`config.mk`:
```
export PLATFORM = sky130hd
export DESIGN_NAME = fifo_priority_task_scheduler
export DESIGN_NICKNAME = d
export VERILOG_FILES = /design/src/hdl/fps_pkg.sv /design/src/hdl/fifo_priority_task_scheduler.sv /design/src/hdl/fps_ram.sv /design/src/hdl/fps_ctrl.sv /design/src/hdl/fps_datapath.sv
export SDC_FILE = /design/constraint.sdc
export NUM_CORES = 1
export LEC_CHECK = 0
export ABC_AREA = 1
export BUFFER_PORTS_ARGS = -buffer_cell sky130_fd_sc_hd__buf_2
export CAP_MARGIN = 20
export CORE_UTILIZATION = 55
export CTS_CLUSTER_SIZE = 16
export DETAILED_ROUTE_END_ITERATION = 8
export HOLD_SLACK_MARGIN = 0.06
export PLACE_DENSITY = 0.76
export SLEW_MARGIN = 25
export SYNTH_ARGS = -nofsm -noshare
export SYNTH_HDL_FRONTEND = slang
export SYNTH_SLANG_ARGS = --single-unit
```
`constraint.sdc`:
```
create_clock -name i_clk -period 2.3 [get_ports i_clk]
set_input_delay 0.23 -clock i_clk [delete_from_list [all_inputs] [get_ports i_clk]]
set_output_delay 0.23 -clock i_clk [all_outputs]
set_load 0.05 [all_outputs]
```
`src/hdl/fps_pkg.sv`:
```
`timescale 1ns / 1ps
`default_nettype none

package fps_pkg;

    localparam int CMD_W    = 2;
    localparam int IDX_W    = 4;
    localparam int PRI_W    = 8;
    localparam int ST_W     = 3;
    localparam int CNT_W    = 5;
    localparam int POL_W    = 2;
    localparam int CFG_IX_W = 1;
    localparam int CFG_D_W  = 5;
    localparam int IN_W     = 24;
    localparam int OUT_W    = 16;

    typedef enum logic [CMD_W-1:0] {
        CMD_WRITE   = 2'd0,
        CMD_REBUILD = 2'd1,
        CMD_PUSH    = 2'd2,
        CMD_PICK    = 2'd3
    } t_cmd;

    localparam logic [POL_W-1:0]    POL_PRIORITY = 2'd2;
    localparam logic [ST_W-1:0]     ST_READY     = 3'd1;
    localparam logic [ST_W-1:0]     ST_RUNNING   = 3'd2;
    localparam logic [CFG_IX_W-1:0] CFG_POLICY   = 1'b0;
    localparam logic [CFG_IX_W-1:0] CFG_ACTIVE   = 1'b1;

    // controller to datapath
    typedef struct packed {
        logic load;
        logic write_task;
        logic clear_q;
        logic scan_start;
        logic scan_run;
        logic push;
        logic pop_commit;
        logic best_commit;
        logic out_load;
    } t_dp_cmd;

    // datapath to controller
    typedef struct packed {
        t_cmd cmd;
        logic pri_mode;
        logic q_empty;
        logic scan_done;
    } t_dp_sts;

endpackage

`default_nettype wire

```
`src/hdl/fifo_priority_task_scheduler.sv`:
```
// from accept to result, write and push pass dispatch and done, fifo pick passes
// dispatch, pop (when the fifo is not empty) and done, rebuild and priority pick pass
// dispatch, a scan of min(active_tasks, NUM_TASKS) entries and done; one item at a
// time, the next one is taken the cycle after the result is loaded; scans read one entry a cycle
// reset (i_rst_n low, synchronous): tables read as zero, fifo empty,
// policy 0, active_tasks 1, no result pending
`timescale 1ns / 1ps
`default_nettype none

module fifo_priority_task_scheduler #(
    parameter int NUM_TASKS = 16
) (
    input  wire logic                              i_clk,
    input  wire logic                              i_rst_n,
    input  wire logic                              i_s_axis_tvalid,
    output logic                                   o_s_axis_tready,
    // cmd[1:0], task_index[5:2], task_priority[13:6], task_state[16:14]
    input  wire logic [fps_pkg::IN_W-1:0]          i_s_axis_tdata,
    output logic                                   o_m_axis_tvalid,
    input  wire logic                              i_m_axis_tready,
    // ok[0], result_index[4:1], ready_count[9:5]
    output logic      [fps_pkg::OUT_W-1:0]         o_m_axis_tdata,
    input  wire logic                              i_cfg_valid,
    output logic                                   o_cfg_ready,
    input  wire logic [fps_pkg::CFG_IX_W-1:0]      i_cfg_index,
    input  wire logic [fps_pkg::CFG_D_W-1:0]       i_cfg_data
);

    fps_pkg::t_dp_cmd              dp_cmd;
    fps_pkg::t_dp_sts              dp_sts;
    logic                          res_ok;
    logic [fps_pkg::IDX_W-1:0]     res_index;
    logic [fps_pkg::CNT_W-1:0]     res_count;

    assign o_cfg_ready = 1'b1;

    fps_ctrl u_ctrl (
        .i_clk     (i_clk),
        .i_rst_n   (i_rst_n),
        .i_s_valid (i_s_axis_tvalid),
        .o_s_ready (o_s_axis_tready),
        .o_m_valid (o_m_axis_tvalid),
        .i_m_ready (i_m_axis_tready),
        .i_sts     (dp_sts),
        .o_cmd     (dp_cmd)
    );

    fps_datapath #(.NUM_TASKS(NUM_TASKS)) u_dp (
        .i_clk           (i_clk),
        .i_rst_n         (i_rst_n),
        .i_cmd           (dp_cmd),
        .o_sts           (dp_sts),
        .i_cmd_code      (i_s_axis_tdata[1:0]),
        .i_task_index    (i_s_axis_tdata[5:2]),
        .i_task_priority (i_s_axis_tdata[13:6]),
        .i_task_state    (i_s_axis_tdata[16:14]),
        .i_cfg_we        (i_cfg_valid),
        .i_cfg_index     (i_cfg_index),
        .i_cfg_data      (i_cfg_data),
        .o_ok            (res_ok),
        .o_result_index  (res_index),
        .o_ready_count   (res_count)
    );

    assign o_m_axis_tdata = {6'b0, res_count, res_index, res_ok};

endmodule

`default_nettype wire

```
`src/hdl/fps_ram.sv`:
```
`timescale 1ns / 1ps
`default_nettype none

module fps_ram #(
    parameter int WIDTH = 8,
    parameter int DEPTH = 16
) (
    input  wire logic                     i_clk,
    input  wire logic                     i_we,
    input  wire logic [$clog2(DEPTH)-1:0] i_waddr,
    input  wire logic [WIDTH-1:0]         i_wdata,
    input  wire logic [$clog2(DEPTH)-1:0] i_raddr,
    output logic      [WIDTH-1:0]         o_rdata
);

    logic [WIDTH-1:0] r_mem [DEPTH];

    always_ff @(posedge i_clk) begin
        if (i_we) begin
            r_mem[i_waddr] <= i_wdata;
        end
        o_rdata <= r_mem[i_raddr];
    end

endmodule

`default_nettype wire

```
`src/hdl/fps_ctrl.sv`:
```
`timescale 1ns / 1ps
`default_nettype none

module fps_ctrl (
    input  wire logic             i_clk,
    input  wire logic             i_rst_n,
    input  wire logic             i_s_valid,
    output logic                  o_s_ready,
    output logic                  o_m_valid,
    input  wire logic             i_m_ready,
    input  wire fps_pkg::t_dp_sts i_sts,
    output fps_pkg::t_dp_cmd      o_cmd
);

    typedef enum logic [2:0] {
        S_IDLE,
        S_DISPATCH,
        S_SCAN,
        S_POP,
        S_DONE
    } t_state;

    t_state r_state, n_state;
    logic   r_m_valid;
    logic   out_free;

    assign out_free  = !r_m_valid || i_m_ready;
    assign o_s_ready = (r_state == S_IDLE);
    assign o_m_valid = r_m_valid;

    always_comb begin
        n_state = r_state;
        o_cmd   = '0;
        case (r_state)
            S_IDLE: begin
                if (i_s_valid) begin
                    o_cmd.load = 1'b1;
                    n_state    = S_DISPATCH;
                end
            end
            S_DISPATCH: begin
                case (i_sts.cmd)
                    fps_pkg::CMD_WRITE: begin
                        o_cmd.write_task = 1'b1;
                        n_state          = S_DONE;
                    end
                    fps_pkg::CMD_REBUILD: begin
                        o_cmd.clear_q    = 1'b1;
                        o_cmd.scan_start = 1'b1;
                        n_state          = S_SCAN;
                    end
                    fps_pkg::CMD_PUSH: begin
                        o_cmd.push = 1'b1;
                        n_state    = S_DONE;
                    end
                    default: begin
                        if (i_sts.pri_mode) begin
                            o_cmd.scan_start = 1'b1;
                            n_state          = S_SCAN;
                        end else if (i_sts.q_empty) begin
                            n_state = S_DONE;
                        end else begin
                            // slot at head is read this cycle
                            n_state = S_POP;
                        end
                    end
                endcase
            end
            S_SCAN: begin
                o_cmd.scan_run = 1'b1;
                if (i_sts.scan_done) begin
                    o_cmd.best_commit = (i_sts.cmd == fps_pkg::CMD_PICK);
                    n_state           = S_DONE;
                end
            end
            S_POP: begin
                o_cmd.pop_commit = 1'b1;
                n_state          = S_DONE;
            end
            S_DONE: begin
                if (out_free) begin
                    o_cmd.out_load = 1'b1;
                    n_state        = S_IDLE;
                end
            end
            default: begin
                n_state = S_IDLE;
            end
        endcase
    end

    always_ff @(posedge i_clk) begin
        if (!i_rst_n) begin
            r_state   <= S_IDLE;
            r_m_valid <= 1'b0;
        end else begin
            r_state <= n_state;
            if (o_cmd.out_load) begin
                r_m_valid <= 1'b1;
            end else if (i_m_ready) begin
                r_m_valid <= 1'b0;
            end
        end
    end

endmodule

`default_nettype wire

```
`src/hdl/fps_datapath.sv`:
```
`timescale 1ns / 1ps
`default_nettype none

module fps_datapath #(
    parameter int NUM_TASKS = 16
) (
    input  wire logic                             i_clk,
    input  wire logic                             i_rst_n,
    input  wire fps_pkg::t_dp_cmd                 i_cmd,
    output fps_pkg::t_dp_sts                      o_sts,
    input  wire logic [fps_pkg::CMD_W-1:0]        i_cmd_code,
    input  wire logic [fps_pkg::IDX_W-1:0]        i_task_index,
    input  wire logic [fps_pkg::PRI_W-1:0]        i_task_priority,
    input  wire logic [fps_pkg::ST_W-1:0]         i_task_state,
    input  wire logic                             i_cfg_we,
    input  wire logic [fps_pkg::CFG_IX_W-1:0]     i_cfg_index,
    input  wire logic [fps_pkg::CFG_D_W-1:0]      i_cfg_data,
    output logic                                  o_ok,
    output logic      [fps_pkg::IDX_W-1:0]        o_result_index,
    output logic      [fps_pkg::CNT_W-1:0]        o_ready_count
);

    localparam int AW = $clog2(NUM_TASKS);
    localparam int CW = $clog2(NUM_TASKS + 1);

    // latched item
    fps_pkg::t_cmd                 r_cmd;
    logic [fps_pkg::IDX_W-1:0]     r_idx;
    logic [fps_pkg::PRI_W-1:0]     r_pri;
    logic [fps_pkg::ST_W-1:0]      r_st;

    logic [fps_pkg::POL_W-1:0]     r_policy;
    logic [fps_pkg::CFG_D_W-1:0]   r_active;

    // ring fifo pointers
    logic [AW-1:0]                 r_head, r_tail;
    logic [CW-1:0]                 r_count;

    // tables reset to zero through per-entry valid bits
    logic [NUM_TASKS-1:0]          r_st_vld, r_pr_vld;

    // scan engine
    logic [CW-1:0]                 r_scan_cnt;
    logic                          r_chk_vld, r_chk_sv, r_chk_pv;
    logic [AW-1:0]                 r_chk_idx;
    logic                          r_found;
    logic [AW-1:0]                 r_best_idx;
    logic [fps_pkg::PRI_W-1:0]     r_best_pri;

    logic                          r_ok;
    logic [AW-1:0]                 r_res;

    logic [CW-1:0]                 lim;
    logic [AW-1:0]                 scan_addr;
    logic                          scan_issue;
    logic [fps_pkg::ST_W-1:0]      st_rdata, chk_st;
    logic [fps_pkg::PRI_W-1:0]     pr_rdata, chk_pr;
    logic [AW-1:0]                 q_rdata;
    logic                          chk_ready, rebuild_push, idx_in_range, push_ok;

    logic                          st_we, pr_we, q_we;
    logic [AW-1:0]                 st_waddr, q_wdata;
    logic [fps_pkg::ST_W-1:0]      st_wdata;

    function automatic logic [AW-1:0] ptr_inc(input logic [AW-1:0] p);
        logic [AW-1:0] r;
        if (p == AW'(NUM_TASKS - 1)) begin
            r = '0;
        end else begin
            r = p + 1'b1;
        end
        return r;
    endfunction

    always_comb begin
        if (32'(r_active) < NUM_TASKS) begin
            lim = CW'(r_active);
        end else begin
            lim = CW'(NUM_TASKS);
        end
    end

    assign scan_addr    = r_scan_cnt[AW-1:0];
    assign scan_issue   = i_cmd.scan_run && (r_scan_cnt < lim);
    assign chk_st       = r_chk_sv ? st_rdata : '0;
    assign chk_pr       = r_chk_pv ? pr_rdata : '0;
    assign chk_ready    = r_chk_vld && (chk_st == fps_pkg::ST_READY);
    assign rebuild_push = i_cmd.scan_run && chk_ready && (r_cmd == fps_pkg::CMD_REBUILD);
    assign idx_in_range = 32'(r_idx) < NUM_TASKS;
    assign push_ok      = idx_in_range && (32'(r_count) < NUM_TASKS);

    always_comb begin
        st_we    = 1'b0;
        st_waddr = AW'(r_idx);
        st_wdata = r_st;
        if (i_cmd.write_task && idx_in_range) begin
            st_we = 1'b1;
        end else if (i_cmd.best_commit && r_found) begin
            st_we    = 1'b1;
            st_waddr = r_best_idx;
            st_wdata = fps_pkg::ST_RUNNING;
        end else if (i_cmd.pop_commit) begin
            st_we    = 1'b1;
            st_waddr = q_rdata;
            st_wdata = fps_pkg::ST_RUNNING;
        end
    end

    assign pr_we   = i_cmd.write_task && idx_in_range;
    assign q_we    = rebuild_push || (i_cmd.push && push_ok);
    assign q_wdata = rebuild_push ? r_chk_idx : AW'(r_idx);

    fps_ram #(.WIDTH(fps_pkg::ST_W), .DEPTH(NUM_TASKS)) u_state_ram (
        .i_clk   (i_clk),
        .i_we    (st_we),
        .i_waddr (st_waddr),
        .i_wdata (st_wdata),
        .i_raddr (scan_addr),
        .o_rdata (st_rdata)
    );

    fps_ram #(.WIDTH(fps_pkg::PRI_W), .DEPTH(NUM_TASKS)) u_prio_ram (
        .i_clk   (i_clk),
        .i_we    (pr_we),
        .i_waddr (AW'(r_idx)),
        .i_wdata (r_pri),
        .i_raddr (scan_addr),
        .o_rdata (pr_rdata)
    );

    fps_ram #(.WIDTH(AW), .DEPTH(NUM_TASKS)) u_queue_ram (
        .i_clk   (i_clk),
        .i_we    (q_we),
        .i_waddr (r_tail),
        .i_wdata (q_wdata),
        .i_raddr (r_head),
        .o_rdata (q_rdata)
    );

    assign o_sts.cmd       = r_cmd;
    assign o_sts.pri_mode  = (r_policy == fps_pkg::POL_PRIORITY);
    assign o_sts.q_empty   = (r_count == '0);
    assign o_sts.scan_done = !r_chk_vld && (r_scan_cnt >= lim);

    // control state
    always_ff @(posedge i_clk) begin
        if (!i_rst_n) begin
            r_cmd      <= fps_pkg::CMD_WRITE;
            r_policy   <= '0;
            r_active   <= fps_pkg::CFG_D_W'(1);
            r_head     <= '0;
            r_tail     <= '0;
            r_count    <= '0;
            r_st_vld   <= '0;
            r_pr_vld   <= '0;
            r_scan_cnt <= '0;
            r_chk_vld  <= 1'b0;
            r_found    <= 1'b0;
        end else begin
            if (i_cfg_we) begin
                case (i_cfg_index)
                    fps_pkg::CFG_POLICY: r_policy <= i_cfg_data[fps_pkg::POL_W-1:0];
                    fps_pkg::CFG_ACTIVE: r_active <= i_cfg_data;
                    default: ;
                endcase
            end
            if (i_cmd.load) begin
                r_cmd <= fps_pkg::t_cmd'(i_cmd_code);
            end
            if (st_we) begin
                r_st_vld[st_waddr] <= 1'b1;
            end
            if (pr_we) begin
                r_pr_vld[AW'(r_idx)] <= 1'b1;
            end

            if (i_cmd.clear_q) begin
                r_head  <= '0;
                r_tail  <= '0;
                r_count <= '0;
            end else if (q_we) begin
                r_tail  <= ptr_inc(r_tail);
                r_count <= r_count + 1'b1;
            end else if (i_cmd.pop_commit) begin
                r_head  <= ptr_inc(r_head);
                r_count <= r_count - 1'b1;
            end

            if (i_cmd.scan_start) begin
                r_scan_cnt <= '0;
                r_chk_vld  <= 1'b0;
                r_found    <= 1'b0;
            end else if (i_cmd.scan_run) begin
                r_chk_vld <= scan_issue;
                if (scan_issue) begin
                    r_scan_cnt <= r_scan_cnt + 1'b1;
                end
                if (chk_ready && (r_cmd == fps_pkg::CMD_PICK)) begin
                    r_found <= 1'b1;
                end
            end
        end
    end

    // payload
    always_ff @(posedge i_clk) begin
        if (i_cmd.load) begin
            r_idx <= i_task_index;
            r_pri <= i_task_priority;
            r_st  <= i_task_state;
            r_ok  <= 1'b0;
            r_res <= '0;
        end
        if (scan_issue) begin
            r_chk_idx <= scan_addr;
            r_chk_sv  <= r_st_vld[scan_addr];
            r_chk_pv  <= r_pr_vld[scan_addr];
        end
        // strictly higher priority wins, so the lowest index keeps ties
        if (i_cmd.scan_run && chk_ready && (r_cmd == fps_pkg::CMD_PICK)
                && (!r_found || (chk_pr > r_best_pri))) begin
            r_best_idx <= r_chk_idx;
            r_best_pri <= chk_pr;
        end
        if (i_cmd.push) begin
            r_ok <= push_ok;
        end
        if (i_cmd.best_commit && r_found) begin
            r_ok  <= 1'b1;
            r_res <= r_best_idx;
        end
        if (i_cmd.pop_commit) begin
            r_ok  <= 1'b1;
            r_res <= q_rdata;
        end
        if (i_cmd.out_load) begin
            o_ok           <= r_ok;
            o_result_index <= fps_pkg::IDX_W'(r_res);
            o_ready_count  <= fps_pkg::CNT_W'(r_count);
        end
    end

endmodule

`default_nettype wire

```
==> results.yml <==
critical_path:
  r2r-end: "u_dp.r_best_pri[0]"
  start_kind: "flip-flop"
  crit_fanout: 6
  crit_top_cell: "buf_4"
  cpPeakStageDelay_ns: 0.55
  r2r_cells: 10
  required_ns: 2.54
  path_cells: "buf_4 > nand2_1 > inv_2 > ha_4 > nand4_1 > o221ai_1 > o21ai_1 > buf_4 > a21oi_4 > buf_12"
  r2r-start: "u_dp.r_chk_pv"
  crit_path_end_kind: "flip-flop"
  crit_family: "buffers and inverters"
  slowest_stage: "edfxtp_1"
  arrival_ns: 2.67
  crit_type: "reg -> reg"
  cp.buffers_inverters: 4
  rrSetupSlack_ns: -0.13
outcome:
  violations: "design-rule violations, negative setup slack"
  status: "complete, but fails checks"
placed_design:
  portBuffers: 39
  routabilityCongestion: 0.864
  dpl.cell_count: 1693
  dpl.hpwl_um: 20600
global_routing:
  grt_first_pass_wirelength_um: 52900
  grt_max_degree: 108
  grt_usage_pct: 24.4
  antenna_found_initial: 0
  grt-ovfl-total: 0
  first_global_vias: 10187
power_and_ir_drop:
  p_leak_nw: 6.51
  irDropWorstVdd_uv: 743
  pwr_density_cell_nw_per_um2: 821
yosys:
  ys_ff_latch: 368
  ys.warnings.count: 0
  synthFlopType: "edfxtp_1"
  synth.cell_area_um2: 14800
  netlist_top_cells_area: "edfxtp_1 (58%), dfxtp_1 (11%), nor2_1 (5.7%), o21ai_0 (5.5%), nand2_1 (3.1%)"
  syn_area_per_cell_um2: 11.3
  synth_top_area_share_pct: 58.3
  synthTopCellsByCount: "edfxtp_1 (287), nor2_1 (225), o21ai_0 (161), nand2_1 (123), inv_1 (110)"
  async_reset_ff_share_pct: 0
  yosysTopAreaCell: "edfxtp_1"
  synth_most_common_cell: "edfxtp_1"
  ys_seq_area_share_pct: 69.3
  synthDistinctLibCells: 37
  synth_cells: 1312
  synth_edf_count: 287
clocking:
  numCtsBuffers: 37
  cts_max_level: 2
  path_clk_slew_ns: 0.06
  cts_sinks: 368
  root_buffer: "clkbuf_16"
  clk_latency_ns: 0.52
  clock_path_buffers: 3
  tritoncts: "done"
layout:
  area_growth_pct: 19.6
  fin_nets: 1499
  multiInputGateArea_um2: 4240
  fillers: 1747
  regArea_um2: 10200
  stdcell_count: 1804
  fin_util_pct: 67.5
  antenna-diode-count: 0
  drive_gt1_share_pct: 19.1
floorplan:
  dieArea_um2: 27500
  rows: 59
  start_util_pct: 56.4
  coreArea_um2: 26200
  die-height_um: 166
  die_x_um: 166
  pin_count: 54
min_path:
  hold_depth: 5
  hp-start: "i_cfg_valid"
  holdPathEnd: "u_dp.r_policy[0]"
  hold_class: "in -> reg"
sta:
  hold_viol: 0
  fin_ws_ns: -0.131
  finalClockSkew_ns: 0.0143
  report.final.slew_viol_count: 0
  setup_viol: 64
  max_slew_margin_pct: 26.7
  max_freq_ghz: 0.411
  rsz0062_at_grt: "yes"
  tightest_slew_ns: 1.10
  fin_crit_ns: 2.43
  period_share_pct: 106
route:
  ant_nets: 0
  dr.first_iter.drc_count: 1098
  vias_per_cell: 5.81
  drcViolationCount: 4
  drt-total-wl_um: 34300
  wl_per_cell_um: 19.0
  vias: 10476
  drt_first_pass_iters: 7
job:
  drv_cap: 0
[cell usage in the layout (no fill, tap or decap), drive strengths merged]
cell type / instances
edfxtp: 287
nor2: 232
o21ai: 164
nand2: 128
inv: 119
buf: 119
dfxtp: 81
a21oi: 58
clkbuf: 52
nand3: 50
o22ai: 39
dlygate4sd3: 27
o221ai: 26
ha: 22
nor3: 12
clkinv: 12
o211ai: 10
nand4: 8
conb: 7
xor2: 4
or2: 2
nand3b: 1
a21boi: 1
a31oi: 1
xnor2: 1
nor3b: 1
nor4: 1
a211oi: 1
fa: 1
clkinvlp: 1
bufinv: 1
[kinds of logic (layout without fill, tap and decap cells)]
family                     Yosys count  in the layout  synth area share (%)
buffers and inverters              179            331                  4.77
adders and majority gates           23             23                  2.00
xor gates and xnor gates             5              5                 0.296
AOI/OAI and AO/OA                  300            300                  11.4
other                                2              7                0.0508
DFF                                368            368                  69.3
and+or+nand+nor                    435            435                  12.2
[registers in the layout, indices dropped and copies added, names as in the netlist, 5 cells and up]
name,count
u_dp.u_queue_ram.r_mem,64
u_dp.u_prio_ram.r_mem,128
u_dp.u_state_ram.r_mem,48
u_dp.o_ready_count,5
u_dp.r_active,5
u_dp.r_count,5
u_dp.r_scan_cnt,5
u_dp.r_best_pri,8
u_dp.r_pr_vld,16
u_dp.r_pri,8
u_dp.u_prio_ram.o_rdata,8
u_dp.r_st_vld,16
[layout make-up]
class | count | share of cell area, %
clock inverters | 15 | 0.630
flip-flops and latches | 368 | 57.9
well taps | 335 | 2.37
clock buffers | 52 | 5.96
repair buffers | 146 | 6.59
inverters | 118 | 2.56
multi-input cells | 770 | 24.0
[stage by stage]
step	hold WS, ns	instance area (um2)	total power, W	setup slack, ns	TNS (ns)
after detailed placement	0.408	15700	0.00867	-0.293	-16.21
after CTS	0.0735	17400	0.0145	-0.0537	-0.611
after global routing	0.130	17700	0.0150	-0.213	-12.05
after global placement	0.406	15700	0.00863	-0.206	-9.29
after floorplan	0.329	14800	0.00829	0.0128	0
final	0.0850	17700	0.0145	-0.131	-4.41
[worst max-delay path by stage]
| stage | from | end | cells after the start |
|---|---|---|---|
| 5_1_grt | u_dp.r_active[4] | u_dp.u_state_ram.r_mem[4][0] | 14 |
| 2_1_floorplan | u_dp.r_scan_cnt[0] | u_dp.u_state_ram.r_mem[11][0] | 13 |
| 3_3_place_gp | u_dp.r_active[4] | u_dp.u_state_ram.r_mem[9][0] | 14 |
| 6_report | u_dp.r_chk_pv | u_dp.r_best_pri[0] | 10 |
| 4_1_cts | u_dp.r_active[4] | u_dp.u_state_ram.r_mem[4][0] | 14 |
| 3_5_place_dp | u_dp.r_active[4] | u_dp.u_state_ram.r_mem[1][0] | 14 |
[worst min-delay path, stage by stage]
cell and delay, ns:
buf_2 0.10, inv_1 0.04, nor2_1 0.04, inv_1 0.07
a21oi_1 0.07
[layer usage]
metal	share of wire [%]	up-vias	global-route usage, %
met5	0	-	0
met4	2.8	0	9.14
met3	7.3	84	4.31
met2	48	491	39.7
met1	42	5052	33.0
li1	-	4849	-
[power breakdown]
group,internal (W),switching [W]
logic,0.000390,0.000792
clock network,0.00333,0.00243
registers,0.00743,0.000151
total,0.0111,0.00337
[what timing repair did]
action | CTS | global route
endpoints found under the hold margin | 25 | 0
pin swaps | 21 | 30
endpoints found under the setup margin | 129 | 179
hold buffers | 27 | 0
gates resized for setup | 69 | 50
buffers inserted | 9 | 6
cloned | 1 | 0
Note: power is estimated with default switching activity, not from simulation.
